## src/design/npc_pkg.sv

```systemverilog
// Shared types, constants and codes for the nearest palette color block.
// Used by every module of the block; depends on nothing.
package npc_pkg;

   localparam int PALETTE_SIZE = 256;
   localparam int ADDR_W = (PALETTE_SIZE > 1) ? $clog2(PALETTE_SIZE) : 1;
   localparam int CNT_W = $clog2(PALETTE_SIZE + 1);
   localparam int CHAN_W = 8;
   localparam int WORD_W = 4 * CHAN_W;
   localparam int SQ_W = 2 * CHAN_W;
   localparam int DIST_W = SQ_W + 2;
   localparam int USED_W = 9;
   localparam int INDEX_W = 8;

   localparam logic [DIST_W-1:0] DIST_LIMIT_SQ = DIST_W'(250000);
   localparam logic [USED_W-1:0] USED_RESET = USED_W'(256);

   localparam logic CMD_WRITE = 1'b0;
   localparam logic CMD_PIXEL = 1'b1;

   typedef enum logic [2:0] {
      ST_IDLE,
      ST_SCAN,
      ST_DRAIN,
      ST_FETCH,
      ST_OUTPUT
   } state_type;

   typedef struct packed {
      logic              valid;
      logic [ADDR_W-1:0] idx;
   } tag_type;

   typedef struct packed {
      logic              en;
      logic [ADDR_W-1:0] addr;
   } mem_rd_type;

   typedef struct packed {
      logic              valid;
      logic [ADDR_W-1:0] idx;
      logic [DIST_W-1:0] distance;
   } dist_type;

   typedef struct packed {
      logic              busy;
      logic              rsp_valid;
      logic [ADDR_W-1:0] best_idx;
   } ctrl_status_type;

endpackage

```

## src/design/npc_dist.sv

```systemverilog
// Two-stage squared distance unit: channel squares, then their sum.
// Depends on npc_pkg for widths and the tag and result structs.
module npc_dist
   import npc_pkg::*;
(
   input  logic              clock,
   input  logic              reset,
   input  tag_type           tag,
   input  logic [WORD_W-1:0] entry_word,
   input  logic [WORD_W-1:0] pixel,
   output dist_type          result,
   output logic              busy
);

   logic [SQ_W-1:0] sq_ff [4];
   logic [SQ_W-1:0] sq_in [4];
   tag_type         tag1_ff;
   dist_type        res_ff;
   logic [DIST_W-1:0] sum_in;

   always_comb begin
      logic [CHAN_W-1:0] a;
      logic [CHAN_W-1:0] b;
      logic [CHAN_W-1:0] d;
      for (int c = 0; c < 4; c++) begin
         a = pixel[c*CHAN_W +: CHAN_W];
         b = entry_word[c*CHAN_W +: CHAN_W];
         d = (a > b) ? (a - b) : (b - a);
         sq_in[c] = SQ_W'(d) * SQ_W'(d);
      end
   end

   assign sum_in = DIST_W'(sq_ff[0]) + DIST_W'(sq_ff[1]) +
                   DIST_W'(sq_ff[2]) + DIST_W'(sq_ff[3]);

   always_ff @(posedge clock) begin
      for (int c = 0; c < 4; c++) begin
         sq_ff[c] <= sq_in[c];
      end
      tag1_ff.idx <= tag.idx;
      res_ff.idx <= tag1_ff.idx;
      res_ff.distance <= sum_in;
      if (reset) begin
         tag1_ff.valid <= 1'b0;
         res_ff.valid <= 1'b0;
      end else begin
         tag1_ff.valid <= tag.valid;
         res_ff.valid <= tag1_ff.valid;
      end
   end

   assign result = res_ff;
   assign busy = tag1_ff.valid | res_ff.valid;

endmodule

```

## config.mk

```make
export PLATFORM = sky130hd
export DESIGN_NAME = npc_dist
export DESIGN_NICKNAME = d
export VERILOG_FILES = /design/src/design/npc_pkg.sv /design/src/design/npc_dist.sv
export SDC_FILE = /design/constraint.sdc
export NUM_CORES = 1
export LEC_CHECK = 0
export BUFFER_PORTS_ARGS = -buffer_cell sky130_fd_sc_hd__buf_2
export CAP_MARGIN = 30
export CORE_ASPECT_RATIO = 1.5
export CORE_MARGIN = 5
export CORE_UTILIZATION = 44
export DETAILED_ROUTE_END_ITERATION = 7
export GPL_ROUTABILITY_DRIVEN = 1
export SYNTH_ARGS = -nofsm -noshare
export SYNTH_HDL_FRONTEND = slang
export SYNTH_SLANG_ARGS = --single-unit
```

## constraint.sdc

```tcl
create_clock -name clock -period 19.1 [get_ports clock]
set_input_delay 3.82 -clock clock [delete_from_list [all_inputs] [get_ports clock]]
set_output_delay 3.82 -clock clock [all_outputs]
set_load 0.1 [all_outputs]
```

# Word level (Yosys, flattened, before mapping)
# Memories as Yosys holds them, arrays and structs flattened.
# Index checks and enable logic that the tools add are counted.
# word_totals
reg_bits	36
elab_cells	30
out_inout_bits	28
mem_bits_rw	64
mem_count	1
# op_classes
bitwise_logic	1
magnitude_cmp	4
mul	4
addsub	11
muxes	4
# mem_list
name	words	word_bits	rd	rd_ports_with_merged_regs	write_ports	line_no	text
sq_ff	4	16	4	0	4	npc_dist.sv:15	logic [SQ_W-1:0] sq_ff [4];
# op_table
op	count
multiplier 8 x 8 -> 16 bit	4
subtractor 8 bit	8
> comparator 8 bit	4
two-way mux 8 bit	4
adder 17 x 16 -> 18 bit	1
adder 18 x 16 -> 18 bit	1
adder 16 x 16 -> 17 bit	1
OR 1 bit	1

# Longest topological paths before layout
# depth
depth_word	3
mapped_depth	27
ltp_nobuf	26

# Worst setup path before layout
# Ideal clock, no wire load.
# synth_path
path_type	input -> register
startpoint	in pixel[24]
endpoint	mem sq_ff[3][12] (netlist name)
arrival_time_ns	9.394
setup_slack_ns	9.572
cell_stages	24
setup_ns	0.134
required_ns	18.966
cell_sequence	inv_1 > ha_1 > inv_1 > fa_1 > a211oi_1 > nor3_2 > o21ai_4 > mux2i_1 > xor2_1 > or2_2 > inv_1 > fa_1 > fa_1 > ha_1 > inv_1 > fa_1 > inv_1 > ha_1 > a21oi_1 > nor2b_1 > o31a_1 > o22ai_1 > nor4b_1 > or4b_1
# synth_lines
item	line_no	text
start, declared	npc_dist.sv:10	input logic [WORD_W-1:0] pixel,
end, declared	npc_dist.sv:15	

==> results.sh <==
export IMPL_cts_buffers=9
export IMPL_first_iter_violations=255
export IMPL_skew_ns=0.006217
export IMPL_cts_setup_buffers=0
export IMPL_r2r_start="sq_ff[3][2]"
export IMPL_rows=75
export IMPL_grt_use_total=0.1590
export IMPL_grt_pass1_vias=9404
export IMPL_start_kind="input pin"
export IMPL_netlist_cell_type_count=70
export IMPL_via_count=8915
export IMPL_antennaDiodeCount=0
export IMPL_hold_violations=0
export IMPL_nets=1847
export IMPL_grt_pass1_wl_um=42750
export IMPL_drv_cap=0
export IMPL_holdCritStartpoint="tag1_ff[0]"
export IMPL_relSlewSlack=0.3390
export IMPL_root_buffer="clkbuf_16"
export IMPL_gp_congestion=0.8380
export IMPL_cts_hold_buf=0
export IMPL_detailed_place_hpwl_um=21330
export IMPL_insertion_delay_ns=0.34
export IMPL_grt_ovfl_total=0
export IMPL_antenna_found_initial=0
export IMPL_area_delta_synth_final_pct=9.236
export IMPL_die_y_um=215.2
export IMPL_die_w_um=146.8
export IMPL_yosysWarnings=0
export IMPL_cp_arrival_ns=10.08
export IMPL_fin_crit_ns=9.861
export IMPL_synth_edf_count=0
export IMPL_final_setup_viol_count=0
export IMPL_clkTransAtPathRegs_ns=0.07
export IMPL_min_path_type="reg2reg"
export IMPL_clockBufferDepth=2
export IMPL_synthCells=1349
export IMPL_io_pins=103
export IMPL_syn_cell_area_um2=12350
export IMPL_ant_nets=0
export IMPL_fp_dieArea_um2=31600
export IMPL_cts_sinks=96
export IMPL_tightestPinTransition_ns=0.9639
export IMPL_cts_resized=0
export IMPL_critPathCaptureType="register"
export IMPL_crit_path_max_fanout=11
export IMPL_drc=0
export IMPL_maxClockFrequency_ghz=0.1014
export IMPL_grt_max_degree=17
export IMPL_slew_viol_final=0
export IMPL_drive_gt1_frac=0.1180
export IMPL_totalWireLength_um=24130
export IMPL_status="finished clean"
export IMPL_initial_core_util=0.4433
export IMPL_required_ns=19.32
export IMPL_fill_cells=2718
export IMPL_rsz0062_at_grt="no"
export IMPL_htree_levels=3
export IMPL_finalSetupTns_ns=0
export IMPL_port_buffers=102
export IMPL_drt_first_pass_iters=4
export IMPL_core_area_um2=27870
export IMPL_crit_type="in2reg"
export IMPL_fin_crit_sh=0.5163
export IMPL_synthArstFlopShare=0
export IMPL_post_drt_wl_per_cell_um=13.50
export IMPL_dp_cells=1771
export IMPL_syn_avg_cell_area_um2=9.158
export IMPL_holdWs_ns=0.3278
export IMPL_instances_no_fill=1787
export IMPL_synthFlopType="dfxtp_1"
export IMPL_ys_seq_area_frac=0.1556
export IMPL_yosys_register_bits=96
export IMPL_cts_tree="yes"
export IMPL_viasPerCell=4.989
export IMPL_cp_startpoint="pixel[24]"
==> sequential cells by signal, summed over array words and instances, names as in the netlist <==
| signal | count |
|---|---|
| sq_ff | 60 |
| result | 27 |
| tag1_ff | 9 |
==> synth_stat cells (4+ instances only) <==
master    count  area [µm²]
a21oi_1      74       370.4
nand2b_1      6       37.54
dfxtp_1      96        1922
o31a_1        6       52.55
nor4b_1       4       35.03
a211oi_1      7       52.55
xnor2_2       7       113.9
o21a_1       14       105.1
o22ai_1       7       43.79
nor2b_1       7       43.79
fa_1        138        2763
nand4_1      11       68.82
and3_1        4       25.02
nand3b_1     10       75.07
clkbuf_1     13       48.80
buf_2        12       60.06
a31oi_1      10       62.56
a21o_1       44       330.3
xor2_1       35       306.5
or2_2        18       112.6
nor3_1       18       90.09
nand2_1      40       150.1
o21ai_0      23       115.1
xnor2_1      54       473.0
mux2i_1      26       260.3
inv_1       256       960.9
o21bai_1     10       75.07
ha_1        198        2477
or3_1         4       25.02
nor2_1      135       506.7
==> metal layers <==
layer  GRT usage  share of wire  vias to the layer above
li1            -              -                     4529
met1      0.1816           0.39                     4230
met2      0.3100           0.56                      120
met3     0.01433          0.025                       36
met4     0.04551          0.025                        0
met5           0              0                        -
==> cell type report <==
cell class	instances	area (µm²)	area share
sequential	96	1922	0.1424
tap	346	432.9	0.03208
clock buffer	11	242.7	0.01799
timing repair buffer	103	518.0	0.03838
multi-input combinational	969	9329	0.6913
clock inverter	5	86.33	0.006397
inverter	257	964.7	0.07148
==> cells by family (layout without fill, tap and decap cells) <==
logic type | Yosys count | after routing | share of synthesized area
xor gates and xnor gates | 98 | 98 | 0.07494
other | 2 | 3 | 0.0006079
muxes | 28 | 28 | 0.02319
DFF | 96 | 96 | 0.1556
AOI/OAI and AO/OA | 224 | 224 | 0.1226
adders and majority gates | 336 | 336 | 0.4241
and+or+nand+nor | 280 | 280 | 0.1093
buffers and inverters | 285 | 376 | 0.08963
==> final timing paths <==
check / end / cells after the start / slack [ns]
setup / recovery: sq_ff[3][12] / 24 / 9.24
hold / removal: result[18] / 0 / 0.33
setup reg to reg: result[17] / 12 / 15.58
hold reg to reg: result[18] / 0 / 0.33
==> stage by stage <==
step / instance area [µm²] / utilization / setup slack, ns
after floorplan: 12360 / - / 9.572
after global placement: 13170 / 0.4724 / 8.998
after detailed placement: 13170 / 0.4724 / 8.837
after CTS: 13500 / 0.4842 / 9.175
after global routing: 13500 / 0.4842 / 8.810
final: 13500 / 0.4842 / 9.239
==> cells in the final DEF, fill, tap and decap left out, types with 4 or more instances in the layout <==
master / count
a21o_1: 44
o21bai_1: 10
fa_1: 138
and3_1: 4
nand2b_1: 6
dfxtp_1: 96
mux2i_1: 26
nand2_1: 40
nor3_1: 18
nor2b_1: 7
xor2_1: 35
buf_2: 102
nand3b_1: 10
nand4_1: 11
clkbuf_16: 9
inv_1: 256
o21a_1: 14
nor4b_1: 4
o22ai_1: 7
nor2_1: 135
or3_1: 4
o21ai_0: 23
xnor2_1: 54
or2_2: 18
a31oi_1: 10
ha_1: 198
xnor2_2: 7
o31a_1: 6
a21oi_1: 74
a211oi_1: 7
==> worst max-delay path, stage by stage <==
cell	delay, ns
buf_2	0.11
inv_1	0.05
ha_1	0.16
inv_1	0.06
fa_1	0.41
a211oi_1	0.37
nor3_2	0.11
o21ai_4	0.32
mux2i_1	0.79
or2_2	0.26
inv_1	0.07
fa_1	0.46
fa_1	0.49
ha_1	0.29
inv_1	0.05
fa_1	0.47
inv_1	0.04
ha_1	0.30
a21oi_1	0.22
nor2b_1	0.09
o31a_1	0.26
o22ai_1	0.28
nor4b_1	0.09
or4b_1	0.51
Power is not shown: default switching activity piles up to over one toggle a cycle in this logic, so the estimate is an artifact.
