`config.mk`:
```
export PLATFORM = sky130hd
export DESIGN_NAME = npc_ctrl
export DESIGN_NICKNAME = d
export VERILOG_FILES = /design/src/design/npc_pkg.sv /design/src/design/npc_ctrl.sv
export SDC_FILE = /design/constraint.sdc
export NUM_CORES = 1
export LEC_CHECK = 0
export BUFFER_PORTS_ARGS = -buffer_cell sky130_fd_sc_hd__clkbuf_2
export CELL_PAD_IN_SITES_DETAIL_PLACEMENT = 1
export CELL_PAD_IN_SITES_GLOBAL_PLACEMENT = 2
export CORE_ASPECT_RATIO = 1.2
export CORE_MARGIN = 10
export CORE_UTILIZATION = 31
export CTS_CLUSTER_DIAMETER = 30
export CTS_CLUSTER_SIZE = 14
export DETAILED_ROUTE_END_ITERATION = 16
export PLACE_DENSITY_LB_ADDON = 0.1
export SYNTH_ARGS = -nofsm -noshare
export SYNTH_HDL_FRONTEND = slang
export SYNTH_SLANG_ARGS = --single-unit
export TNS_END_PERCENT = 1
```
`constraint.sdc`:
```
create_clock -name clock -period 3.5 [get_ports clock]
set_clock_uncertainty 0.15 [all_clocks]
set_input_delay 0.7 -clock clock [delete_from_list [all_inputs] [get_ports clock]]
set_output_delay 0.7 -clock clock [all_outputs]
set_load 0.02 [all_outputs]
```
`src/design/npc_pkg.sv`:
```
// Shared types, constants and codes for the nearest palette color block.
// Used by every module of the block; depends on nothing.
package npc_pkg;

   localparam int PALETTE_SIZE = 256;
   localparam int ADDR_W = (PALETTE_SIZE > 1) ? $clog2(PALETTE_SIZE) : 1;
   localparam int CNT_W = $clog2(PALETTE_SIZE + 1);
   localparam int CHAN_W = 8;
   localparam int WORD_W = 4 * CHAN_W;
   localparam int SQ_W = 2 * CHAN_W;
   localparam int DIST_W = SQ_W + 2;
   localparam int USED_W = 9;
   localparam int INDEX_W = 8;

   localparam logic [DIST_W-1:0] DIST_LIMIT_SQ = DIST_W'(250000);
   localparam logic [USED_W-1:0] USED_RESET = USED_W'(256);

   localparam logic CMD_WRITE = 1'b0;
   localparam logic CMD_PIXEL = 1'b1;

   typedef enum logic [2:0] {
      ST_IDLE,
      ST_SCAN,
      ST_DRAIN,
      ST_FETCH,
      ST_OUTPUT
   } state_type;

   typedef struct packed {
      logic              valid;
      logic [ADDR_W-1:0] idx;
   } tag_type;

   typedef struct packed {
      logic              en;
      logic [ADDR_W-1:0] addr;
   } mem_rd_type;

   typedef struct packed {
      logic              valid;
      logic [ADDR_W-1:0] idx;
      logic [DIST_W-1:0] distance;
   } dist_type;

   typedef struct packed {
      logic              busy;
      logic              rsp_valid;
      logic [ADDR_W-1:0] best_idx;
   } ctrl_status_type;

endpackage

```
`src/design/npc_ctrl.sv`:
```
// Search sequencer: walks the palette, keeps the best entry, fetches its color.
// Depends on npc_pkg for the state enum, codes and structs.
module npc_ctrl
   import npc_pkg::*;
(
   input  logic              clock,
   input  logic              reset,
   input  logic              start,
   input  logic              cmd,
   input  logic [WORD_W-1:0] pixel_word,
   input  logic [USED_W-1:0] used_entries,
   input  dist_type          dist_res,
   input  logic              dist_busy,
   output mem_rd_type        rd,
   output tag_type           tag,
   output logic [WORD_W-1:0] pixel,
   output ctrl_status_type   status
);

   state_type         state_ff, state_in;
   logic [CNT_W-1:0]  cnt_ff, cnt_in;
   logic [CNT_W-1:0]  n_ff, n_in;
   logic [WORD_W-1:0] pix_ff, pix_in;
   logic [DIST_W-1:0] best_ff, best_in;
   logic [ADDR_W-1:0] best_idx_ff, best_idx_in;
   tag_type           tag_ff, tag_in;
   logic [CNT_W-1:0]  n_sat;

   assign n_sat = (used_entries > USED_W'(PALETTE_SIZE)) ? CNT_W'(PALETTE_SIZE)
                                                         : CNT_W'(used_entries);

   always_comb begin
      state_in = state_ff;
      cnt_in = cnt_ff;
      n_in = n_ff;
      pix_in = pix_ff;
      best_in = best_ff;
      best_idx_in = best_idx_ff;
      tag_in = '0;
      rd = '0;

      // A running search result is folded in whenever the distance unit delivers one.
      if (dist_res.valid && (dist_res.distance < best_ff)) begin
         best_in = dist_res.distance;
         best_idx_in = dist_res.idx;
      end

      case (state_ff)
         ST_IDLE: begin
            if (start && (cmd == CMD_PIXEL)) begin
               pix_in = pixel_word;
               n_in = n_sat;
               cnt_in = '0;
               best_in = DIST_LIMIT_SQ;
               best_idx_in = '0;
               if ((pixel_word[CHAN_W-1:0] == '0) || (n_sat == '0)) begin
                  state_in = ST_FETCH;
               end else begin
                  state_in = ST_SCAN;
               end
            end
         end
         ST_SCAN: begin
            rd.en = 1'b1;
            rd.addr = cnt_ff[ADDR_W-1:0];
            tag_in.valid = 1'b1;
            tag_in.idx = cnt_ff[ADDR_W-1:0];
            cnt_in = cnt_ff + CNT_W'(1);
            if (cnt_in == n_ff) begin
               state_in = ST_DRAIN;
            end
         end
         ST_DRAIN: begin
            if (!tag_ff.valid && !dist_busy) begin
               state_in = ST_FETCH;
            end
         end
         ST_FETCH: begin
            rd.en = 1'b1;
            rd.addr = best_idx_ff;
            state_in = ST_OUTPUT;
         end
         ST_OUTPUT: begin
            state_in = ST_IDLE;
         end
         default: begin
            state_in = ST_IDLE;
         end
      endcase
   end

   always_ff @(posedge clock) begin
      cnt_ff <= cnt_in;
      n_ff <= n_in;
      pix_ff <= pix_in;
      best_ff <= best_in;
      best_idx_ff <= best_idx_in;
      tag_ff.idx <= tag_in.idx;
      if (reset) begin
         state_ff <= ST_IDLE;
         tag_ff.valid <= 1'b0;
      end else begin
         state_ff <= state_in;
         tag_ff.valid <= tag_in.valid;
      end
   end

   assign tag = tag_ff;
   assign pixel = pix_ff;
   assign status.busy = (state_ff != ST_IDLE);
   assign status.rsp_valid = (state_ff == ST_OUTPUT);
   assign status.best_idx = best_idx_ff;

endmodule

```
# After elaboration in Yosys (flattened, before gate mapping)
# Cells that the tools add are included.
[totals]
reg_bits = 88
input_bits = 73
elab_cells = 49
[classes]
n_addsub = 1
n_lt_le_gt_ge = 2
n_eq_ne = 8
muxes = 16
n_reduce_logical = 14
[ops]
columns = ["cell", "count"]
rows = [
  ["$mux 18", 3],
  ["$pmux 9 s2", 2],
  ["$mux 9", 3],
  ["$mux 8", 3],
  ["$lt 18x18->1", 1],
  ["$pmux 3 s4", 1],
  ["$add 9x1->9 const B", 1],
  ["$eq 9x9->1", 1],
  ["$gt 9x9->1 const B", 1],
  ["$logic_not 9->1", 1],
  ["$mux 3", 3],
  ["$logic_not 8->1", 1],
  ["$eq 3x2->1 const B", 2],
  ["$ne 2x2->1 const B", 3],
  ["$reduce_and 2->1", 2],
  ["$eq 3x1->1 const B", 1],
  ["$eq 3x3->1 const B", 1],
  ["$logic_and 1x1->1", 3],
  ["$logic_not 3->1", 1],
  ["$reduce_and 3->1", 1],
  ["$reduce_bool 3->1", 1],
  ["$logic_not 1->1", 2],
  ["$mux 2", 1],
  ["$reduce_bool 2->1", 1],
  ["$logic_or 1x1->1", 1],
]

# Depth between registers and ports, before layout
# Gate-level depths: netlist of the first run.
[logic_depth]
word_depth = 7
depth_mapped = 10

# Worst setup path before layout of the first run
# OpenSTA, ideal clock, no wires.
[synth_path]
kind = "flip-flop to flip-flop"
from = "register state_ff[1]"
to = "register n_ff[0] (enable)"
arrival_time_ns = 2.529
path_slack_ns = 0.399
path_stages_with_launch = 5
period_less_slack_ns = 3.101
path_cell_list = "dfxtp_1 clkbuf_1 or3_1 nor2_1 clkbuf_1"
[synth_between]
elab_chain_len = 2
[synth_lines]
columns = ["item", "line", "rtl"]
rows = [
  ["start, declared", "npc_ctrl.sv:20", "state_type state_ff, state_in;"],
  ["start signal, assigned", "npc_ctrl.sv:103", "state_ff <= state_in;"],
  ["$logic_not 3->1", "npc_ctrl.sv:48", "case (state_ff)"],
  ["$reduce_and 2->1 (no source line)", "--", ""],
  ["end signal, assigned", "npc_ctrl.sv:94", "n_ff <= n_in;"],
  ["end, declared", "npc_ctrl.sv:22", "logic [CNT_W-1:0] n_ff, n_in;"],
]
# No other way between the ends.
# A chain may end at the register's enable or synchronous reset.

# Worst setup path after layout of the first run
[layout_path]
from = "input port dist_res[11] (netlist name)"
to = "register best_ff[13]"
[layout_between]
elab_chain_len = 5
[layout_lines]
columns = ["item", "line", "rtl"]
rows = [
  ["start, declared", "npc_ctrl.sv:12", "input dist_type dist_res,"],
  ["$lt 18x18->1 *", "npc_ctrl.sv:43", "if (dist_res.valid && (dist_res.distance < best_ff)) begin"],
  ["$logic_and 1x1->1 *", "npc_ctrl.sv:43", ""],
  ["$mux 18 *", "npc_ctrl.sv:43", ""],
  ["$mux 18", "npc_ctrl.sv:50", "if (start && (cmd == CMD_PIXEL)) begin"],
  ["$mux 18 *", "npc_ctrl.sv:48", ""],
  ["named net best_in[13]", "npc_ctrl.sv:24", "logic [DIST_W-1:0] best_ff, best_in;"],
  ["end signal, assigned", "npc_ctrl.sv:96", "best_ff <= best_in;"],
  ["end, declared", "npc_ctrl.sv:24", ""],
]
# The timed path passes the listed nets; every way through them passes the cells marked *.

==> impl_metrics.yaml, run 1 <==
run_status:
  outcome: "completed"
sta:
  final-setup-viol-count: 0
  post-route-period-util: 0.782
  fin_crit_ps: 2740
  tightestPinTransition_ps: 765
  timing.setup.tns_ps: 0
  max_freq_mhz: 365
  total_count_of_hold_check_failures_in_the_final_report: 0
  slew_viol_final: 0
  slew_headroom: 0.487
  grt_setup_unrepaired: "false"
logic_synthesis:
  fraction_of_the_mapped_netlist_area_in_compound_gates: 0.117
  async_reset_ff_frac: 0
  main_combinational_cell_family_by_area_after_synthesis: "simple AND/OR/NAND/NOR gates"
  synthCells: 362
  synth_enable_flop_cells: 50
  synth-seq-area-share: 0.575
  synth.distinct_cells: 45
  avgSynthCellArea_sq_um: 10.9
  syn-cell-area_sq_um: 3930
  synth-warning-count: 0
  synth_xor_area_frac: 0.0312
  ys_ff_latch: 88
  synth_simple_gate_area_share: 0.153
  synth_flop_cell: "sky130_fd_sc_hd__edfxtp_1"
  synth-adder-area-share: 0.0573
  muxShareOfSynthArea: 0.0229
  syn_nets: 453
worst_hold_path:
  min_delay_worst_endpoint: "best_ff[5]"
  worstHoldStart: "best_ff[5]"
  worst_hold_path_type: "reg -> reg"
  timing.hold.worst_path_depth: 2
place:
  port_buffers: 132
  postPlaceCellArea_sq_um: 4770
  gpl.final_weighted_congestion: 0.741
  post-dp-hpwl_um: 9430
critical_path:
  reg2reg_to: "state_ff[0]"
  timing.setup.critical_path_class: "in -> reg"
  ff2ff_path_depth: 7
  worst_r2r_startpoint: "cnt_ff[0]"
  worstSetupEndpointType: "flip-flop"
  worst-endpoint-required_ps: 3570
  worstPathArrival_ps: 2800
  critical-path-slowest-cell: "sky130_fd_sc_hd__a221oi_1"
  worst-path-max-fanout: 15
  crit_path_cell_trace: "clkbuf_2 -> ha_1 -> a21oi_1 -> o21ai_0 -> a221oi_1 -> o31ai_2 -> buf_4 -> o21ai_0 -> a21oi_1"
  reg2reg_slack_ps: 860
  worst_path_largest_cell_delay_ps: 570
  cp-start-kind: "input port"
clocking:
  clock_sinks: 88
  clk-insertion-delay-late_ps: 340
  tritoncts: "built"
  max-clock-path-buffers: 2
  htree_levels: 3
  postCtsSetupBuffers: 0
  cts_hold_buf: 0
  clockRootBuffer: "sky130_fd_sc_hd__clkbuf_16"
  ctsResizeCount: 0
  inserted_clock_buffers: 9
  clkSlewWorstSetupHoldPaths_ps: 70
floorplan:
  core_region_area_sq_um: 12600
  initial_core_util: 0.313
  fp.dieArea_sq_um: 17600
  die_width_um: 123
  die_height_um: 143
  floorplan.io_pins: 133
  placement_rows: 45
finish:
  finish.net_count: 583
  syn2layout_area_growth_pct: 29.2
  insertedDiodeCount: 0
  fraction_of_layout_instances_using_a_drive_strength_above_1: 0.332
  layout.cell_area.non_filler_sq_um: 5080
route:
  firstDrtPassIters: 4
  postRouteWirelength_um: 12100
  route.detailed.drc: 0
  num_vias: 3183
  drt.antenna.violating_nets: 0
  drt-initial-drc-count: 97
  wire_per_inst_um: 18.2
  vias_per_cell: 4.82
pwr:
  power_per_cell_area_nw_per_um2: 636
  ir_worst_vdd_mv: 0.215
  total_leakage_power_nw: 2.17
global_route:
  grt_pass1_wl_um: 19200
  globalRouteOverflowTotal: 0
  groute.usage.overall: 0.140
  largest_net_degree_at_the_start_of_global_routing: 27
  grt_pass1_vias: 3493
  grt_antenna_before_repair: 0
job:
  cap_violations: 0
sequential cells by signal (all words and copies together) (netlist names):
signal       cells
state_ff         3
pixel           32
tag              9
cnt_ff           9
n_ff             9
best_idx_ff      8
best_ff         18
through the flow:
step                instances   util  power (mW)  worst slack, ps  hold slack, ps
global route              661  0.405        3.46              565             358
detailed placement        645  0.380        2.27              355             323
CTS                       661  0.405        3.28              710             332
floorplan                 362      -        1.95              399             299
finish                    661  0.405        3.23              763             331
global placement          645  0.380        2.24              423             311
final cells by class:
cell class	instances	area [sq um]
inverter	21	78.8
clock inverter	7	82.6
sequential	88	2260
multi-input combinational	232	1510
fill	1434	7470
clock buffer	9	225
timing repair buffer	140	721
tap	164	205
synthesized netlist by cell type, types with 2 or more instances:
cell type | n | share of area
sky130_fd_sc_hd__a211oi_1 | 2 | 0.0038
sky130_fd_sc_hd__a21o_1 | 3 | 0.0057
sky130_fd_sc_hd__a21oi_1 | 27 | 0.034
sky130_fd_sc_hd__a221oi_1 | 3 | 0.0067
sky130_fd_sc_hd__and2_1 | 7 | 0.011
sky130_fd_sc_hd__and2_2 | 2 | 0.0038
sky130_fd_sc_hd__and3_1 | 3 | 0.0048
sky130_fd_sc_hd__buf_2 | 5 | 0.0064
sky130_fd_sc_hd__clkbuf_1 | 14 | 0.013
sky130_fd_sc_hd__dfxtp_1 | 38 | 0.19
sky130_fd_sc_hd__edfxtp_1 | 50 | 0.38
sky130_fd_sc_hd__ha_1 | 18 | 0.057
sky130_fd_sc_hd__inv_1 | 21 | 0.020
sky130_fd_sc_hd__mux2i_1 | 9 | 0.023
sky130_fd_sc_hd__nand2_1 | 11 | 0.010
sky130_fd_sc_hd__nand2b_1 | 2 | 0.0032
sky130_fd_sc_hd__nand3_1 | 32 | 0.041
sky130_fd_sc_hd__nand3b_1 | 7 | 0.013
sky130_fd_sc_hd__nor2_1 | 28 | 0.027
sky130_fd_sc_hd__nor2b_1 | 9 | 0.014
sky130_fd_sc_hd__nor4_1 | 3 | 0.0048
sky130_fd_sc_hd__o211ai_1 | 2 | 0.0038
sky130_fd_sc_hd__o21ai_0 | 31 | 0.039
sky130_fd_sc_hd__or2_2 | 2 | 0.0032
sky130_fd_sc_hd__xnor2_1 | 10 | 0.022
sky130_fd_sc_hd__xor2_1 | 4 | 0.0089
worst max-delay path, delay by kind of cell:
kind                       cells  cell delay (ps)
AOI/OAI and AO/OA              6             1410
buffers and inverters          2              370
adders and majority gates      1              300
how the worst max path moves through the flow:
stage          slack, ps        endpoint          from  cells past startpoint
3_3_place_gp         420  best_idx_ff[3]  dist_res[13]                      9
6_report             760     best_ff[13]  dist_res[11]                      9
4_1_cts              710     best_ff[13]  dist_res[11]                      9
5_1_grt              570     best_ff[13]  dist_res[13]                      9
2_1_floorplan        400         n_ff[0]   state_ff[1]                      4
3_5_place_dp         360     best_ff[10]  dist_res[11]                      9
routing by layer:
| metal | global-route usage | part of all wire | vias up |
|---|---|---|---|
| met5 | 0 | 0 | - |
| met3 | 0.0314 | 0.041 | 13 |
| met1 | 0.150 | 0.40 | 1547 |
| met2 | 0.261 | 0.54 | 63 |
| li1 | - | - | 1560 |
| met4 | 0.0509 | 0.014 | 0 |
power by group:
part | leakage, nW | switching [mW] | internal [mW]
combinational | 1.24 | 0.492 | 0.333
clock | 0.145 | 0.439 | 0.566
sequential | 0.787 | 0.120 | 1.28
total | 2.17 | 1.05 | 2.18
cells by family after synthesis:
| family | after synthesis |
|---|---|
| AO/OA/AOI/OAI | 78 |
| multiplexers | 9 |
| AND/OR/NAND/NOR | 113 |
| adder cells (fa/ha/maj) | 18 |
| XOR/XNOR | 14 |
| flip-flops | 88 |
| buffers and inverters | 42 |
layout by cell type (no fill, tap or decap), types with 2 or more instances in the layout:
master and count:
sky130_fd_sc_hd__nand3b_1 7, sky130_fd_sc_hd__nand3_1 32, sky130_fd_sc_hd__nor2b_1 9, sky130_fd_sc_hd__and2_1 7, sky130_fd_sc_hd__or2_2 2, sky130_fd_sc_hd__nand2b_1 2, sky130_fd_sc_hd__o21ai_0 31, sky130_fd_sc_hd__a21oi_1 27
sky130_fd_sc_hd__ha_1 18, sky130_fd_sc_hd__clkinvlp_4 2, sky130_fd_sc_hd__buf_4 8, sky130_fd_sc_hd__xnor2_1 10, sky130_fd_sc_hd__nor2_1 27, sky130_fd_sc_hd__a21o_1 3, sky130_fd_sc_hd__inv_1 21, sky130_fd_sc_hd__and2_2 2
sky130_fd_sc_hd__clkbuf_2 132, sky130_fd_sc_hd__edfxtp_1 50, sky130_fd_sc_hd__nor4_1 3, sky130_fd_sc_hd__xor2_1 4, sky130_fd_sc_hd__dfxtp_1 38, sky130_fd_sc_hd__clkbuf_16 9, sky130_fd_sc_hd__a221oi_1 3, sky130_fd_sc_hd__inv_6 3
sky130_fd_sc_hd__a211oi_1 2, sky130_fd_sc_hd__nand2_1 11, sky130_fd_sc_hd__and3_1 3, sky130_fd_sc_hd__o211ai_1 2, sky130_fd_sc_hd__mux2i_1 9
(Power assumes the default switching activity.)
==> inputs of run 2 (changes only) <==
ABC_AREA = 1   (was not set)
CORE_UTILIZATION = 26   (was 31)
clock period = 2.2 ns   (was 3.5 ns; I/O delays follow)
==> run 2 against run 1 <==
  * Design area is 6.5% higher
  * Die area rose by 17%
  * Sequential share of layout area fell by 2.6 points
  * Via count rose by 6.8%
  * Critical path depth down 4
  * Setup slack got worse by 730 ps
  * Count of clock-buffer cells in the layout stayed put
  * Power up 110%
  * Combinational power grew to 3.2 times the previous value
  * Area after synthesis up 0.73%
  * Largest power group is now combinational cells
==> impl_metrics.yaml, run 2 <==
logic_synthesis:
  async_reset_ff_frac: 0
  syn_nets: 528
  synth_enable_flop_cells: 50
  yosysMostFrequentCell: "sky130_fd_sc_hd__nand2_1"
  synthTopCellsByArea: "sky130_fd_sc_hd__edfxtp_1 38%, sky130_fd_sc_hd__dfxtp_1 19%, sky130_fd_sc_hd__nand2_1 9.9%"
  avgSynthCellArea_sq_um: 9.07
  synth-seq-area-share: 0.571
  synth_common_cells: "104 x sky130_fd_sc_hd__nand2_1, 81 x sky130_fd_sc_hd__nor2_1, 63 x sky130_fd_sc_hd__inv_1"
  post-synth-top-area-fraction: 0.379
  post-synth-top-area-cell: "sky130_fd_sc_hd__edfxtp_1"
  synthCells: 437
  syn-cell-area_sq_um: 3960
  synth_flop_cell: "sky130_fd_sc_hd__edfxtp_1"
  synth.distinct_cells: 30
  ys_ff_latch: 88
  synth-warning-count: 0
route:
  firstDrtPassIters: 4
  route.detailed.drc: 0
  drt.antenna.violating_nets: 0
  drt-initial-drc-count: 115
  wire_per_inst_um: 15.5
  num_vias: 3401
  vias_per_cell: 4.25
  postRouteWirelength_um: 12400
place:
  dp.cells: 776
  port_buffers: 132
  pre_cts_ws_ps: -97.5
  gpl.final_weighted_congestion: 0.738
  post-dp-hpwl_um: 9830
clocking:
  clk-insertion-delay-late_ps: 350
  max-clock-path-buffers: 2
  tritoncts: "built"
  htree_levels: 3
  clockRootBuffer: "sky130_fd_sc_hd__clkbuf_16"
  clock_sinks: 88
  clkSlewWorstSetupHoldPaths_ps: 70
  inserted_clock_buffers: 9
sta:
  fin_crit_ps: 2170
  tightestPinTransition_ps: 413
  total_count_of_hold_check_failures_in_the_final_report: 0
  max_freq_mhz: 461
  grt_setup_unrepaired: "true"
  hold_ws_ps: 111
  final-setup-viol-count: 0
  finalWorstSetupSlack_ps: 32.4
  slew_headroom: 0.723
  timing.setup.tns_ps: 0
  slew_viol_final: 0
  post-route-period-util: 0.985
critical_path:
  critical_path.n_buffers_inverters: 3
  critical-path-slowest-cell: "sky130_fd_sc_hd__dfxtp_4"
  worst_path_largest_cell_delay_ps: 380
  crit_path_cell_trace: "inv_4 -> nor3_4 -> clkinvlp_4 -> o22ai_2 -> buf_6"
  cp-start-kind: "flip-flop"
  timing.setup.critical_path_class: "reg -> out"
  worst-path-max-fanout: 5
  crit_cells: 5
  path_delay_family: "buffers and inverters"
  worstPathArrival_ps: 1580
  worst-endpoint-required_ps: 1610
  worstSetupEndpointType: "primary output"
  ff2ff_path_depth: 10
global_route:
  groute.usage.overall: 0.122
  grt_pass1_wl_um: 19700
  largest_net_degree_at_the_start_of_global_routing: 42
  grt_antenna_before_repair: 0
  grt_pass1_vias: 3668
  globalRouteOverflowTotal: 0
pwr:
  ir_worst_vdd_mv: 0.375
  power_per_cell_area_nw_per_um2: 1230
  total_leakage_power_nw: 2.68
  fin_total_pwr_mw: 6.63
run_status:
  outcome: "completed"
floorplan:
  initial_core_util: 0.265
  floorplan.io_pins: 133
  core_region_area_sq_um: 15000
  fp.dieArea_sq_um: 20600
  placement_rows: 49
  die_height_um: 155
  die_width_um: 133
finish:
  syn2layout_area_growth_pct: 36.6
  fraction_of_layout_instances_using_a_drive_strength_above_1: 0.324
  most-common-layout-cells: "126 x sky130_fd_sc_hd__clkbuf_2, 103 x sky130_fd_sc_hd__nand2_1, 77 x sky130_fd_sc_hd__nor2_1, 60 x sky130_fd_sc_hd__inv_1, 50 x sky130_fd_sc_hd__edfxtp_1"
  final_common_cell: "sky130_fd_sc_hd__clkbuf_2"
  insertedDiodeCount: 0
  finish.net_count: 682
  largest_reg_flops: 32
  stdcell_count: 800
job:
  cap_violations: 0
worst_hold_path:
  timing.hold.worst_path_depth: 1
  worst_hold_path_type: "in -> reg"
==> run 2: cell types whose count changed after synthesis, sizes merged, moves of 9 or more <==
cell | previous run | this run
nand2 | 11 | 105
nor2 | 28 | 81
inv | 21 | 64
o21ai | 32 | 6
a21oi | 27 | 8
clkbuf | 14 | 2
nand3 | 32 | 21
xnor2 | 10 | 0
and2 | 9 | 0
mux2i | 9 | 0
nand4 | 2 | 11
nor2b | 9 | 0
==> run 2: per-stage QoR <==
stage	area, sq um	util
2_1_floorplan	4000	-
3_3_place_gp	4980	0.333
3_5_place_dp	4980	0.333
4_1_cts	5290	0.354
5_1_grt	5410	0.362
6_report	5410	0.362
==> run 2: repair_timing <==
item                                    CTS  global route
cloned                                    0             1
gates resized for setup                   2            27
pin swaps                                 0             5
endpoints found under the setup margin    8            23
setup buffers                             1             6
hold buffers                              0             0
==> run 2: worst paths after layout <==
check / from / to / slack [ps]
max: state_ff[0] / rd[4] / 30
min: pixel_word[10] / pixel[10] / 110
max reg2reg: best_ff[15] / best_ff[9] / 130
min reg2reg: best_ff[12] / best_ff[12] / 310
==> run 2: cells by family after synthesis <==
kind of cell | synth area share
AOI/OAI and AO/OA | 0.0480
adders and majority gates | 0.0568
buffers and inverters | 0.0793
DFF | 0.571
and+or+nand+nor | 0.245
==> run 2: power by group <==
group,total [mW],switching (mW),internal (mW),leakage [nW]
combinational,2.64,1.67,0.967,1.75
clock,1.54,0.740,0.805,0.144
sequential,2.45,0.219,2.23,0.789
==> run 2: cell type report <==
| type | count | area [sq um] |
|---|---|---|
| clock buffer | 9 | 225 |
| clock inverter | 7 | 70.1 |
| fill | 1819 | 9550 |
| inverter | 65 | 254 |
| multi-input combinational | 274 | 1470 |
| sequential | 88 | 2270 |
| tap | 204 | 255 |
| timing repair buffer | 152 | 863 |
| timing repair inverter | 1 | 7.51 |
==> run 2: routing by layer <==
layer | vias to the layer above | global-route usage | part of all wire | wire length (um)
li1 | 1729 | - | - | -
met2 | 56 | 0.227 | 0.56 | 6870
met1 | 1601 | 0.128 | 0.39 | 4840
met3 | 15 | 0.0348 | 0.037 | 454
met5 | - | 0 | 0 | 0
met4 | 0 | 0.0404 | 0.017 | 208
==> inputs of run 3 (changes only) <==
PLACE_DENSITY = 0.84   (was not set)
PLACE_DENSITY_LB_ADDON = not set   (was 0.1)
==> run 3 against run 2 <==
  * Maximum frequency up 0.12%
  * Sequential share of layout area rose by 0.11 points
  * Die area is the same
  * Clock power decreased by 5%
  * Utilization fell by 0.092 points
  * Largest cell class unchanged
  * Critical path depth is the same
  * Highest routed layer unchanged
  * Sequential power barely moved
  * Worst hold slack improved by 2.5 ps
  * Register-to-register slack gained 30 ps
==> impl_metrics.yaml, run 3 (synthesis results as in run 2) <==
run_status:
  outcome: "completed"
route:
  route.detailed.drc: 0
  drt-initial-drc-count: 96
  firstDrtPassIters: 4
  wire_per_inst_um: 15.0
  postRouteWirelength_um: 12000
  num_vias: 3428
  drt.antenna.violating_nets: 0
  vias_per_cell: 4.31
sta:
  final-setup-viol-count: 0
  slew_headroom: 0.752
  tightestPinTransition_ps: 371
  post-route-period-util: 0.984
  finalWorstSetupSlack_ps: 35.1
  slew_viol_final: 0
  fin_crit_ps: 2160
  hold_ws_ps: 114
  max_freq_mhz: 462
  grt_setup_unrepaired: "true"
  total_count_of_hold_check_failures_in_the_final_report: 0
clocking:
  clk-insertion-delay-late_ps: 350
  tritoncts: "built"
  cts_hold_buf: 0
  clock_sinks: 88
  clkSlewWorstSetupHoldPaths_ps: 70
  inserted_clock_buffers: 9
  clockRootBuffer: "sky130_fd_sc_hd__clkbuf_16"
  max-clock-path-buffers: 2
  htree_levels: 3
critical_path:
  worst-endpoint-required_ps: 1610
  worst_path_largest_cell_delay_ps: 380
  worstPathArrival_ps: 1570
  crit_path_cell_trace: "inv_1 -> nor3_4 -> clkinv_4 -> o22ai_2 -> clkbuf_8"
  critical-path-slowest-cell: "sky130_fd_sc_hd__dfxtp_4"
  path_delay_family: "buffers and inverters"
  critical_path.n_buffers_inverters: 3
  worstSetupEndpointType: "primary output"
  worst-path-max-fanout: 8
  cp-start-kind: "flip-flop"
  timing.setup.critical_path_class: "reg -> out"
global_route:
  groute.usage.overall: 0.119
  grt_pass1_wl_um: 19400
  grt_pass1_vias: 3792
  globalRouteOverflowTotal: 0
  largest_net_degree_at_the_start_of_global_routing: 42
  grt_antenna_before_repair: 0
place:
  pre_cts_ws_ps: -138
  post-dp-hpwl_um: 9720
  port_buffers: 132
  gpl.final_weighted_congestion: 0.824
  dp.cells: 774
  postPlaceCellArea_sq_um: 4960
floorplan:
  die_height_um: 155
  die_width_um: 133
  placement_rows: 49
  core_region_area_sq_um: 15000
  fp.dieArea_sq_um: 20600
  floorplan.io_pins: 133
  initial_core_util: 0.265
finish:
  area_used_by_multi_input_combinational_logic_sq_um: 1480
  syn2layout_area_growth_pct: 36.2
  insertedDiodeCount: 0
  largest_reg_flops: 32
  stdcell_count: 796
  final_common_cell: "sky130_fd_sc_hd__clkbuf_2"
  most-common-layout-cells: "124 x sky130_fd_sc_hd__clkbuf_2, 103 x sky130_fd_sc_hd__nand2_1, 78 x sky130_fd_sc_hd__nor2_1, 62 x sky130_fd_sc_hd__inv_1, 50 x sky130_fd_sc_hd__edfxtp_1"
  layout.cell_area.non_filler_sq_um: 5400
  seqCellArea_sq_um: 2270
  nFillCells: 1833
  finish.net_count: 678
  fraction_of_layout_instances_using_a_drive_strength_above_1: 0.319
worst_hold_path:
  worst_hold_path_type: "in -> reg"
pwr:
  power_per_cell_area_nw_per_um2: 1210
  ir_worst_vdd_mv: 0.315
  total_leakage_power_nw: 2.65
job:
  cap_violations: 0
## run 3: layer usage
| metal | vias to the layer above | routed length (um) | global-route usage |
|---|---|---|---|
| li1 | 1723 | - | - |
| met1 | 1609 | 4950 | 0.125 |
| met2 | 79 | 6190 | 0.216 |
| met3 | 17 | 628 | 0.0361 |
| met4 | 0 | 201 | 0.0493 |
| met5 | - | 0 | 0 |
## run 3: final cells by class
type | instances | share of cell area
clock buffers | 9 | 0.0417
clock inverters | 7 | 0.0104
inverters | 65 | 0.0471
multi-input cells | 274 | 0.275
flip-flops and latches | 88 | 0.420
well taps | 204 | 0.0473
repair buffers | 148 | 0.158
repair inverters | 1 | 0.00139
## run 3: worst paths after layout
kind / startpoint / end / slack (ps) / cells after the start
max: state_ff[0] / rd[2] / 40 / 5
min: pixel_word[16] / pixel[16] / 110 / 1
max reg2reg: best_ff[7] / best_ff[2] / 160 / 12
min reg2reg: best_ff[14] / best_ff[14] / 310 / 2
## run 3: through the flow
step / power [mW] / util / setup TNS [ps]
after detailed placement: 4.99 / 0.332 / -2410
final: 6.53 / 0.361 / 0
after floorplan: 4.14 / - / -1100
after global routing: 7.07 / 0.361 / -293
after CTS: 6.61 / 0.358 / -25.4
after global placement: 4.87 / 0.332 / -1100
## run 3: where the power goes
group	leakage (nW)	internal (mW)	switching, mW	total [mW]
clock network	0.124	0.773	0.684	1.46
logic	1.74	0.959	1.66	2.62
registers	0.789	2.23	0.225	2.46
total	2.65	3.96	2.57	6.53
## run 3: what timing repair did
action	CTS	global route
setup endpoints to repair	8	40
setup buffers	3	2
gates resized for setup	20	14
cloned	1	0
pin swaps	1	2
## run 3: worst register-to-register path: cells and delay by family (launching register included)
kind                       cells  cell delay, ps
DFF                            1             340
buffers and inverters          4             460
adders and majority gates      1             290
AOI/OAI and AO/OA              1              90
and+or+nand+nor                6             600
